File: src/hw/rtl/sfw_pkg.sv
package sfw_pkg;

  // Field widths of the command and of one serial bit beat.
  localparam int AddrW  = 4;
  localparam int DataW  = 20;
  localparam int FreqW  = 32;
  localparam int IdxW   = 5;
  localparam int FrameW = 25;

  // Command codes.
  localparam logic CmdRaw  = 1'b0;
  localparam logic CmdFreq = 1'b1;

  // Register that holds the N/A divider pair.
  localparam logic [AddrW-1:0] FreqReg = 4'd1;

  // Index of the write flag in the frame, and of the last bit.
  localparam logic [IdxW-1:0] WriteFlagIdx = 5'd4;
  localparam logic [IdxW-1:0] LastIdx      = 5'd24;

  // The channel step is 20000 = 32 * 625. The factor 32 is a shift. The factor
  // 625 is a multiply by floor(2^37 / 625), which is low by at most one.
  localparam int ChanShift  = 5;
  localparam int DivInW     = FreqW - ChanShift;   // 27 bits
  localparam int RecipW     = 28;
  localparam logic [RecipW-1:0] Recip625 = 28'd219902325;
  localparam int RecipShift = 37;
  localparam int ProdW      = DivInW + RecipW;     // 55 bits
  localparam int QuotW      = 18;                  // f / 20000 < 2^18
  localparam int RemW       = 11;                  // estimate remainder < 1250
  localparam logic [9:0]      Div625  = 10'd625;
  localparam logic [RemW-1:0] Rem625  = 11'd625;

endpackage

File: src/hw/rtl/sfw_if.sv
// Command channel: one beat is one write or frequency set.
interface sfw_cmd_if;
  logic                        valid;
  logic                        ready;
  logic                        cmd;
  logic [sfw_pkg::AddrW-1:0]   reg_addr;
  logic [sfw_pkg::DataW-1:0]   reg_data;
  logic [sfw_pkg::FreqW-1:0]   half_frequency;

  modport source (output valid, cmd, reg_addr, reg_data, half_frequency, input ready);
  modport sink   (input valid, cmd, reg_addr, reg_data, half_frequency, output ready);
endinterface

// Serial bit channel: one beat is one bit slot of the frame.
interface sfw_bit_if;
  logic                      valid;
  logic                      ready;
  logic                      serial_bit;
  logic [sfw_pkg::IdxW-1:0]  bit_index;
  logic                      frame_last;

  modport source (output valid, serial_bit, bit_index, frame_last, input ready);
  modport sink   (input valid, serial_bit, bit_index, frame_last, output ready);
endinterface

File: src/hw/rtl/synth_frequency_serial_writer.sv
// Serial frame writer for a PLL synthesizer with an N/A divider pair.
//
// The command channel takes one beat per command. A raw write (cmd = 0) sends
// reg_data to reg_addr. A frequency set (cmd = 1) takes half the wanted
// frequency in hertz, forms N = f / 1280000 and A = (f / 20000) mod 64, and
// writes A | N << 7 to register 1. Each command yields one 25-bit frame on the
// bit channel, LSB first: address in bits 0-3, write flag in bit 4, data in
// bits 5-24. frame_last marks bit 24.
//
// A command passes through three pipeline stages (reciprocal multiply,
// remainder check, frame build) into a shift register, which sends one bit
// per cycle while the receiver accepts them. Commands are taken while a frame
// is still shifting, up to three waiting in the stages behind it.
//
// When the receiver stalls, the current bit beat holds and the stages fill
// up; command ready drops once all of them hold an item. Reset clears all
// valid bits and the shift register; no frame is in progress after it.
module synth_frequency_serial_writer (
  input  logic         clk,
  input  logic         rst,
  sfw_cmd_if.sink      command,
  sfw_bit_if.source    frame_bit
);
  import sfw_pkg::*;

  // Stage 1: divide by 32 with a shift and estimate the quotient by 625.
  logic              v1;
  logic              cmd1;
  logic [AddrW-1:0]  addr1;
  logic [DataW-1:0]  data1;
  logic [DivInW-1:0] x1;
  logic [QuotW-1:0]  qe1;

  // Stage 2: remainder of the estimate.
  logic              v2;
  logic              cmd2;
  logic [AddrW-1:0]  addr2;
  logic [DataW-1:0]  data2;
  logic [QuotW-1:0]  qe2;
  logic [RemW-1:0]   rem2;

  // Stage 3: finished frame.
  logic              v3;
  logic [FrameW-1:0] frame3;

  // Shift register.
  logic              busy;
  logic [FrameW-1:0] shreg;
  logic [IdxW-1:0]   idx;

  logic              ready1;
  logic              ready2;
  logic              ready3;
  logic              load_ser;
  logic              out_fire;
  logic              out_last;

  logic [DivInW-1:0] x_in;
  logic [ProdW-1:0]  prod1;
  logic [27:0]       back2;
  logic [27:0]       diff2;
  logic [QuotW-1:0]  q3;
  logic [DataW-1:0]  word3;
  logic [DataW-1:0]  data3;
  logic [AddrW-1:0]  addr3;

  // Flow control: a stage moves on when the one after it has room.
  assign out_fire = frame_bit.valid && frame_bit.ready;
  assign out_last = idx == LastIdx;
  assign load_ser = !busy || (out_fire && out_last);
  assign ready3   = !v3 || load_ser;
  assign ready2   = !v2 || ready3;
  assign ready1   = !v1 || ready2;
  assign command.ready = ready1;

  // Reciprocal multiply for the quotient estimate.
  assign x_in  = command.half_frequency[FreqW-1:ChanShift];
  assign prod1 = {{RecipW{1'b0}}, x_in} * {{DivInW{1'b0}}, Recip625};

  always_ff @(posedge clk) begin
    if (rst) begin
      v1 <= 1'b0;
    end else if (ready1) begin
      v1 <= command.valid;
    end
  end

  always_ff @(posedge clk) begin
    if (ready1) begin
      cmd1  <= command.cmd;
      addr1 <= command.reg_addr;
      data1 <= command.reg_data;
      x1    <= x_in;
      qe1   <= prod1[RecipShift +: QuotW];
    end
  end

  // Remainder of the estimate; it lies below twice the divisor.
  assign back2 = {{(28-QuotW){1'b0}}, qe1} * {18'd0, Div625};
  assign diff2 = {1'b0, x1} - back2;

  always_ff @(posedge clk) begin
    if (rst) begin
      v2 <= 1'b0;
    end else if (ready2) begin
      v2 <= v1;
    end
  end

  always_ff @(posedge clk) begin
    if (ready2) begin
      cmd2  <= cmd1;
      addr2 <= addr1;
      data2 <= data1;
      qe2   <= qe1;
      rem2  <= diff2[RemW-1:0];
    end
  end

  // Correct the quotient, split it into N and A, and frame the word.
  assign q3    = qe2 + {{(QuotW-1){1'b0}}, (rem2 >= Rem625)};
  assign word3 = {1'b0, q3[QuotW-1:6], 1'b0, q3[5:0]};
  assign data3 = (cmd2 == CmdFreq) ? word3 : data2;
  assign addr3 = (cmd2 == CmdFreq) ? FreqReg : addr2;

  always_ff @(posedge clk) begin
    if (rst) begin
      v3 <= 1'b0;
    end else if (ready3) begin
      v3 <= v2;
    end
  end

  always_ff @(posedge clk) begin
    if (ready3) begin
      frame3 <= {data3, 1'b1, addr3};
    end
  end

  // Shift register sends one bit per accepted beat and reloads after the last.
  always_ff @(posedge clk) begin
    if (rst) begin
      busy  <= 1'b0;
      shreg <= '0;
      idx   <= '0;
    end else if (load_ser) begin
      busy  <= v3;
      shreg <= frame3;
      idx   <= '0;
    end else if (out_fire) begin
      shreg <= {1'b0, shreg[FrameW-1:1]};
      idx   <= idx + 1'b1;
    end
  end

  assign frame_bit.valid      = busy;
  assign frame_bit.serial_bit = shreg[0];
  assign frame_bit.bit_index  = idx;
  assign frame_bit.frame_last = out_last;

  // A bit beat taken before the last is followed by the next position.
  a_idx_step: assert property (@(posedge clk) disable iff (rst)
    out_fire && !out_last |=> frame_bit.valid && idx == $past(idx) + 1'b1)
    else $error("bit index did not advance by one");

  // The write flag position always carries a one.
  a_write_flag: assert property (@(posedge clk) disable iff (rst)
    busy && idx == WriteFlagIdx |-> shreg[0])
    else $error("write flag missing from frame");

  // The estimated quotient is never more than one below the true one.
  a_rem_range: assert property (@(posedge clk) disable iff (rst)
    v2 |-> rem2 < (Rem625 + Rem625))
    else $error("quotient estimate off by more than one");

  // An accepted command always lands in the first stage.
  a_intake: assert property (@(posedge clk) disable iff (rst)
    command.valid && command.ready |=> v1)
    else $error("accepted command lost at intake");

endmodule
File: src/flat_wrapper.sv
// flat-port wrapper written by rule: the top's interface ports become plain ports
module synth_frequency_serial_writer_flat import sfw_pkg::*;
  (clk, rst, command_valid, command_cmd, command_reg_addr, command_reg_data, command_half_frequency, command_ready, frame_bit_valid, frame_bit_serial_bit, frame_bit_bit_index, frame_bit_frame_last, frame_bit_ready);
  sfw_cmd_if command_i ();
  sfw_bit_if frame_bit_i ();
  input  logic clk;
  input  logic rst;
  input wire logic [$bits(command_i.valid)-1:0] command_valid;
  input wire logic [$bits(command_i.cmd)-1:0] command_cmd;
  input wire logic [$bits(command_i.reg_addr)-1:0] command_reg_addr;
  input wire logic [$bits(command_i.reg_data)-1:0] command_reg_data;
  input wire logic [$bits(command_i.half_frequency)-1:0] command_half_frequency;
  output wire logic [$bits(command_i.ready)-1:0] command_ready;
  output wire logic [$bits(frame_bit_i.valid)-1:0] frame_bit_valid;
  output wire logic [$bits(frame_bit_i.serial_bit)-1:0] frame_bit_serial_bit;
  output wire logic [$bits(frame_bit_i.bit_index)-1:0] frame_bit_bit_index;
  output wire logic [$bits(frame_bit_i.frame_last)-1:0] frame_bit_frame_last;
  input wire logic [$bits(frame_bit_i.ready)-1:0] frame_bit_ready;
  assign command_i.valid = command_valid;
  assign command_i.cmd = command_cmd;
  assign command_i.reg_addr = command_reg_addr;
  assign command_i.reg_data = command_reg_data;
  assign command_i.half_frequency = command_half_frequency;
  assign command_ready = command_i.ready;
  assign frame_bit_valid = frame_bit_i.valid;
  assign frame_bit_serial_bit = frame_bit_i.serial_bit;
  assign frame_bit_bit_index = frame_bit_i.bit_index;
  assign frame_bit_frame_last = frame_bit_i.frame_last;
  assign frame_bit_i.ready = frame_bit_ready;
  synth_frequency_serial_writer u_core (.clk(clk), .rst(rst), .command(command_i), .frame_bit(frame_bit_i));
endmodule
File: config.mk
export PLATFORM = sky130hd
export DESIGN_NAME = synth_frequency_serial_writer_flat
export DESIGN_NICKNAME = d
export VERILOG_FILES = /design/src/hw/rtl/sfw_pkg.sv /design/src/hw/rtl/sfw_if.sv /design/src/hw/rtl/synth_frequency_serial_writer.sv /design/src/flat_wrapper.sv
export SDC_FILE = /design/constraint.sdc
export NUM_CORES = 1
export LEC_CHECK = 0
export BUFFER_PORTS_ARGS = -buffer_cell sky130_fd_sc_hd__buf_2
export CORE_MARGIN = 1.5
export CORE_UTILIZATION = 60
export CTS_BUF_LIST = sky130_fd_sc_hd__clkbuf_4
export CTS_CLUSTER_SIZE = 8
export DETAILED_ROUTE_END_ITERATION = 8
export PLACE_DENSITY = 0.8
export SLEW_MARGIN = 0
export SYNTH_ARGS = -nofsm -noshare
export SYNTH_HDL_FRONTEND = slang
export SYNTH_SLANG_ARGS = --single-unit
File: constraint.sdc
create_clock -name clk -period 10.11 [get_ports clk]
set_input_delay 0.5055 -clock clk [delete_from_list [all_inputs] [get_ports clk]]
set_output_delay 0.5055 -clock clk [all_outputs]
set_load 0.02 [all_outputs]
==> parameters.txt, run 1 <==
Parameter                              Value

Layout
  Relative area change from synthesis to final layout ... 5.73%
  NumNets Final ... 2,647
  Share of post-route cells with drive strength above 1 ... under 10%
  Number of filler cells placed in the layout ... about 2,600
  Final std cell area, no fill ... around 22,000 um^2
  Non-filler instance count after layout ... about 2,400

Clocking
  H-tree level count ... 4
  Post_cts resized ... 0
  Bufs on Longest Clock Path ... 2
  # clock sinks ... roughly 170
  TritonCTS clock tree ... done
  Cts hold-fix bufs ... 0
  Inserted Clock Buffers ... 17
  Clk pin slew, worst setup/hold paths ... 160 ps
  Root Buffer Master ... sky130_fd_sc_hd__clkbuf_4
  Clock latency reported for the late side of the worst-skew pair ... about 570 ps
  Post-CTS repair timing setup buffer count ... 0

STA
  Final hold vios ... 0
  Max-slew headroom at the worst pin ... ~28%
  Transition at the pin with the smallest max-transition slack ... 1080 ps
  Maximum clock skew at final layout ... 23.5 ps
  Post-route minimum period ... roughly 6600 ps
  Fmax ... 0.151 GHz
  Final worst-path cycle share ... between 60 and 70%
  Sum of negative setup slack ... 0 ps
  Setup-failing EPs final ... 0
  Unrepaired setup endpoints after global routing ... no
  Max Slew Vio Count ... 0

Routing
  Count of vias placed by the detailed router ... between 10,000 and 15,000
  Remaining number of nets flagged by the antenna check after routing ... 0
  Initial DRT Pass Iterations ... 5
  WL per Instance ... ~19 um
  Via density ... 5.41
  Violation count after the first detailed-routing iteration ... around 870
  Residual DRC count ... 0
  Total detailed-routing wirelength ... roughly 45,000 um

Global route
  Maximum number of pins on one net before global-route repair ... 51
  Met3 track demand over resource in global routing ... 3.71%
  Gr ovfl total ... 0
  Global-route met2 utilization ... approximately 47%
  Antenna violations before repair ... 1
  Tot GR Track Use ... roughly 27%
  First-pass GRT wire length ... a little over 70,000 um
  Met1 capacity usage during global routing ... a little over a third
  Number of global-route vias before repair ... 14,000
  Layer carrying the most global-route usage ... met2

Synthesis
  Number of synthesized flops with an enable pin ... ~130
  Count of distinct cell types in the synthesized netlist ... 55
  Synth async-reset ratio ... 0%
  Number of standard cells after synthesis ... 1,871
  Ranking of synthesized cells by area ... sky130_fd_sc_hd__fa_1, sky130_fd_sc_hd__edfxtp_1, sky130_fd_sc_hd__ha_1
  Most used DFF post-synth ... sky130_fd_sc_hd__edfxtp_1
  Seq cells post-synth ... around 170
  Number of warnings printed during yosys synthesis ... 0
  Post-synth net total ... 2,577
  Mapped Area ... ~20,000 um^2
  Mapped Avg Cell Area ... approximately 11 um^2
  Area fraction of the dominant cell type after synthesis ... between 30% and 40%
  Count leader, synth ... sky130_fd_sc_hd__inv_1
  Synth area leader ... sky130_fd_sc_hd__fa_1
  Fraction of the yosys area taken by sequential cells ... 22.8%
  Most instantiated cells after synthesis ... sky130_fd_sc_hd__inv_1, sky130_fd_sc_hd__fa_1, sky130_fd_sc_hd__ha_1

Critical path
  Crit path launch type ... input port
  Top Family by Delay on Critical Path ... adder cells
  Sort of element at the end of the critical path ... register
  Worst Path Buf+Inv ... 9
  Library cell appearing most often on the critical path ... sky130_fd_sc_hd__inv_1
  Slowest stage cell, crit path ... sky130_fd_sc_hd__fa_1
  Maximum fanout encountered on the critical timing path ... 9
  List of cells traversed by the critical path ... buf_2 > inv_1 > ha_1 > inv_1 > fa_1 > inv_1 > fa_1 > inv_1 > fa_1 > inv_1 > fa_1 > inv_1 > fa_1 > inv_1 > fa_1 > inv_1 > ha_1 > a21oi_1 > o21ai_0 > nor4_1 > a21oi_1 > or4b_1 > a31oi_1 > xnor2_1
  Worst endpoint required time ... approximately 10,000 ps
  Startpoint-to-endpoint class of the critical path ... in2reg
  Critical path arrival ... ~6900 ps
  Largest stage delay on the critical path ... around 580 ps

Floorplan
  Number of top-level pins ... 70
  Total number of placement rows ... 67
  Standard cell core area ... between 30,000 and 40,000 um^2
  Die X ... around 190 um
  Effective utilization at floorplan ... between 60% and 70%
  Floorplan die area ... approximately 35,000 um^2
  Floorplan die height ... roughly 190 um

Placed design
  Port Buffer Count ... 64
  Total placed cells including tap cells ... between 2,000 and 2,500
  Routability-driven placement congestion ratio ... around 1
  Placed instance area ... 21,200 um^2
  HPWL after DPL ... ~39,000 um

Outcome
  Status ... completed

Min path
  Tightest Hold Check Type ... in2reg

Flow run
  Max-capacitance violation count ... 0
-- metal layers --
layer / vias up / wire length (um)
li1: 6004 / -
met4: 0 / 1410
met2: 452 / 22600
met5: - / 0
met3: 86 / 2740
met1: 6455 / 18200
-- sequential cells by signal (all words and copies together), names as in the netlist, 4 cells and up --
name / count
u_core.addr1: 4
u_core.addr2: 4
u_core.data1: 20
u_core.data2: 20
u_core.frame3: 24
u_core.frame_bit.bit_index: 5
u_core.qe1: 18
u_core.qe2: 18
u_core.rem2: 11
u_core.shreg: 25
u_core.x1: 11
-- cells by family (layout without fill, tap and decap cells) --
group,Yosys count,after routing,share of synthesized area (%)
compound gates,179,179,5.68
flops,166,166,22.8
simple gates,203,203,4.79
mux,26,26,1.29
other cells,0,1,0
fa+ha+maj,645,645,51.9
xor+xnor,62,62,2.67
buf+inv,590,673,10.9
-- cells in the final DEF, fill, tap and decap left out, types with 5 or more instances in the layout --
cell                       netlist  layout
sky130_fd_sc_hd__dfxtp_1        34      34
sky130_fd_sc_hd__inv_8           0       7
sky130_fd_sc_hd__nor2b_1         9       9
sky130_fd_sc_hd__nor3_1         10      10
sky130_fd_sc_hd__xor2_1         24      24
sky130_fd_sc_hd__or2_2           6       6
sky130_fd_sc_hd__o21bai_1        5       5
sky130_fd_sc_hd__fa_1          332     332
sky130_fd_sc_hd__ha_1          313     313
sky130_fd_sc_hd__buf_2           2      64
sky130_fd_sc_hd__mux2i_1        24      24
sky130_fd_sc_hd__o21ai_1         5       5
sky130_fd_sc_hd__buf_4           0       6
sky130_fd_sc_hd__nand3_1        17      16
sky130_fd_sc_hd__nor2_1         85      85
sky130_fd_sc_hd__o21a_1         10      10
sky130_fd_sc_hd__a21o_1         11      11
sky130_fd_sc_hd__a211oi_1       29      29
sky130_fd_sc_hd__a31oi_1         8       8
sky130_fd_sc_hd__nand4_1        14      14
sky130_fd_sc_hd__nand2_1        33      33
sky130_fd_sc_hd__clkbuf_4        0      17
sky130_fd_sc_hd__a21oi_1        59      59
sky130_fd_sc_hd__o21ai_0        25      25
sky130_fd_sc_hd__and3_1          5       5
sky130_fd_sc_hd__xnor2_1        38      38
sky130_fd_sc_hd__and4_1          5       5
sky130_fd_sc_hd__inv_1         571     571
sky130_fd_sc_hd__edfxtp_1      132     132
-- stage by stage --
stage	utilization, %	setup slack (ps)	hold WS [ps]
after floorplan	-	3890	400
after global placement	63.4	3010	403
after detailed placement	63.4	2910	406
after CTS	64.4	3560	59.6
after global routing	64.4	3140	46.9
final	64.4	3510	97.6
-- cell type report --
cell class,instances,area [um^2],share of cell area (%)
multi-input cells,1115,13500,62.7
flip-flops and latches,166,4640,21.6
inverters,571,2140,9.96
well taps,448,561,2.60
repair buffers,70,365,1.70
clock inverters,15,179,0.831
clock buffers,17,128,0.593
diodes,1,2.50,0.0116
-- final timing paths --
path                            slack (ps)                       start  depth (start not counted)                to
worst max register to register        6010               u_core.qe1[0]                         16    u_core.rem2[9]
worst min-delay path                   100        command_reg_data[17]                          1  u_core.data1[17]
worst min register to register         440             u_core.data1[8]                          0   u_core.data2[8]
worst max-delay path                  3510  command_half_frequency[12]                         24     u_core.qe1[4]
Power of run 1 is not shown: default switching activity piles up to over one toggle a cycle in this logic, so the estimate is an artifact.
==> run 2, diff against run 1 <==
ABC_AREA = 1   (was default)
clock period = 6.5 ns   (was 10.11 ns; I/O delays follow)
==> parameters.txt, run 2 <==
Parameter                              Value

Critical path
  Crit path launch type ... input port
  Worst endpoint required time ... 6830 ps
  Critical path arrival ... around 6000 ps
  Startpoint-to-endpoint class of the critical path ... in2reg
  Flop2flop setup slack ... 2400 ps
  Maximum fanout encountered on the critical timing path ... 5
  Sort of element at the end of the critical path ... register

Layout
  Register bank with the most flops ... u_core.shreg
  Most used cells in the layout excluding fill and tap cells ... sky130_fd_sc_hd__inv_1, sky130_fd_sc_hd__nand2_1, sky130_fd_sc_hd__fa_1
  Leading cell type in the layout, fill and taps excluded ... sky130_fd_sc_hd__inv_1
  Relative area change from synthesis to final layout ... 6.92%
  NumNets Final ... around 3,200
  Final core utilization ... about two thirds
  Flip-flop count of the largest register, all copies and words added ... 25
  Registers with the highest flip-flop counts ... u_core.shreg x25, u_core.frame3 x24
  Number of filler cells placed in the layout ... about 2,900
  Share of post-route cells with drive strength above 1 ... about 5.4%

Placed design
  HPWL after DPL ... around 48,000 um
  Routability-driven placement congestion ratio ... about 1
  Worst Setup Slack post-DPL ... 290 ps
  Port Buffer Count ... 64

Floorplan
  Effective utilization at floorplan ... 61.2%
  Die X ... between 150 and 200 um
  Total number of placement rows ... 69
  Number of top-level pins ... 70
  Standard cell core area ... about 36,000 um^2
  Floorplan die area ... 37,600 um^2
  Floorplan die height ... between 150 and 200 um

Routing
  Remaining number of nets flagged by the antenna check after routing ... 0
  WL per Instance ... about 19 um
  Violation count after the first detailed-routing iteration ... about 970
  Initial DRT Pass Iterations ... 7
  Total detailed-routing wirelength ... around 55,000 um
  Count of vias placed by the detailed router ... 15,800
  Residual DRC count ... 4
  Via density ... about 5.4

STA
  Unrepaired setup endpoints after global routing ... no
  Slack of the critical path ... around 840 ps
  Max Slew Vio Count ... 0
  Final hold vios ... 0
  Post-Route Hold Slack ... between 50 and 60 ps
  Maximum clock skew at final layout ... about 26 ps
  Setup-failing EPs final ... 0
  Max-slew headroom at the worst pin ... 23.5%
  Sum of negative setup slack ... 0 ps
  Transition at the pin with the smallest max-transition slack ... between 1000 and 1500 ps
  Post-route minimum period ... approximately 5700 ps
  Fmax ... around 0.18 GHz
  Final worst-path cycle share ... ~87%

Clocking
  Clock latency reported for the late side of the worst-skew pair ... 580 ps
  TritonCTS clock tree ... done
  # clock sinks ... 166
  Inserted Clock Buffers ... 17
  Root Buffer Master ... sky130_fd_sc_hd__clkbuf_4
  Bufs on Longest Clock Path ... 2
  H-tree level count ... 4
  Clk pin slew, worst setup/hold paths ... 150 ps

Synthesis
  Post-synth net total ... between 3,000 and 4,000
  Seq cells post-synth ... between 150 and 200
  Number of standard cells after synthesis ... 2,372
  Synth async-reset ratio ... 0%
  Ranking of synthesized cells by area ... sky130_fd_sc_hd__fa_1, sky130_fd_sc_hd__edfxtp_1, sky130_fd_sc_hd__ha_1
  Mapped Area ... 21,900 um^2
  Area fraction of the dominant cell type after synthesis ... between 30% and 40%
  Number of warnings printed during yosys synthesis ... 0
  Mapped Avg Cell Area ... roughly 9.2 um^2
  Count leader, synth ... sky130_fd_sc_hd__inv_1
  Fraction of the yosys area taken by sequential cells ... 21.2%
  Most instantiated cells after synthesis ... sky130_fd_sc_hd__inv_1, sky130_fd_sc_hd__nand2_1, sky130_fd_sc_hd__fa_1
  Most used DFF post-synth ... sky130_fd_sc_hd__edfxtp_1
  Synth area leader ... sky130_fd_sc_hd__fa_1
  Number of synthesized flops with an enable pin ... roughly 130
  Count of distinct cell types in the synthesized netlist ... 38

Global route
  Antenna violations before repair ... 1
  Maximum number of pins on one net before global-route repair ... 55
  Gr ovfl total ... 0
  First-pass GRT wire length ... 88,900 um
  Tot GR Track Use ... a little over 30%
  Number of global-route vias before repair ... around 18,000

Outcome
  Failing checks ... design-rule violations
  Status ... finished, violations left

Min path
  Tightest Hold Check Type ... in2reg

Flow run
  Max-capacitance violation count ... 0
==> run 2: cell count changes in the layout (fill, tap and decap cells not counted), sizes merged, moves of 9 or more <==
cell         previous run  this run
a31oi                   8        23
nor3                   11        21
nand2                  33       372
nor2b                   9         0
nand4                  14        27
a21o                   11         2
o21ai                  30        79
nand3                  17        57
dlygate4sd3             0        27
mux2i                  24         0
xnor2                  38        17
nor2                   85       122
a211oi                 32         0
inv                   582       719
==> run 2: what timing repair did <==
action | 4_1_cts | 5_1_grt
resized for setup | 0 | 0
hold buffers | 27 | 0
setup buffers | 0 | 0
endpoints found under the hold margin | 29 | 0
==> run 2: worst max-delay path: stages <==
cell,delay (ps)
sky130_fd_sc_hd__buf_2,190
sky130_fd_sc_hd__inv_1,130
sky130_fd_sc_hd__fa_1,620
sky130_fd_sc_hd__inv_1,80
sky130_fd_sc_hd__fa_1,540
sky130_fd_sc_hd__fa_1,500
sky130_fd_sc_hd__fa_1,510
sky130_fd_sc_hd__inv_1,50
sky130_fd_sc_hd__fa_1,470
sky130_fd_sc_hd__inv_1,50
sky130_fd_sc_hd__fa_1,470
sky130_fd_sc_hd__inv_1,50
sky130_fd_sc_hd__fa_1,530
sky130_fd_sc_hd__inv_1,60
sky130_fd_sc_hd__ha_1,310
sky130_fd_sc_hd__nand2_1,90
sky130_fd_sc_hd__nor2_1,220
sky130_fd_sc_hd__nand2_1,170
sky130_fd_sc_hd__nor4_1,290
sky130_fd_sc_hd__nand3_1,160
sky130_fd_sc_hd__nand4_1,100
sky130_fd_sc_hd__nand2_1,80
==> run 2: per-stage QoR <==
step                instance area (um^2)  std cells
floorplan                          21900       2372
global placement                   22800       2892
detailed placement                 22800       2892
CTS                                23400       2951
global route                       23400       2952
finish                             23400       2952
==> run 2: cell type report <==
class	count	area [um^2]	area share, %
Antenna cell	1	2.50	0.0107
Clock buffer	17	128	0.546
Clock inverter	15	208	0.889
Inverter	712	2670	11.4
Multi-Input combinational cell	1480	14500	62.0
Sequential cell	166	4640	19.9
Tap cell	461	577	2.47
Timing Repair Buffer	100	658	2.82
==> run 2: cell families after synthesis <==
kind of cell,share of synthesized area [%]
simple gates,11.7
buf+inv,12.5
flops,21.2
fa+ha+maj,48.3
xor+xnor,1.56
compound gates,4.70
==> run 2: per-layer routing <==
metal / part of all wire (%) / vias up / track usage [%]
li1: - / 7439 / -
met1: 40 / 7778 / 36.6
met2: 51 / 495 / 56.4
met3: 5.0 / 131 / 3.39
met4: 4.3 / 0 / 13.2
met5: 0 / - / 0
==> run 2: path summary, 6_finish.rpt <==
check,startpoint,to,cells past startpoint
setup / recovery,command_half_frequency[26],u_core.qe1[8],22
setup reg to reg,u_core.qe1[3],u_core.rem2[10],15
hold reg to reg,u_core.cmd1,u_core.cmd2,0
hold / removal,frame_bit_ready,u_core.frame_bit.bit_index[1],3
Power of run 2 is left out for the same reason.
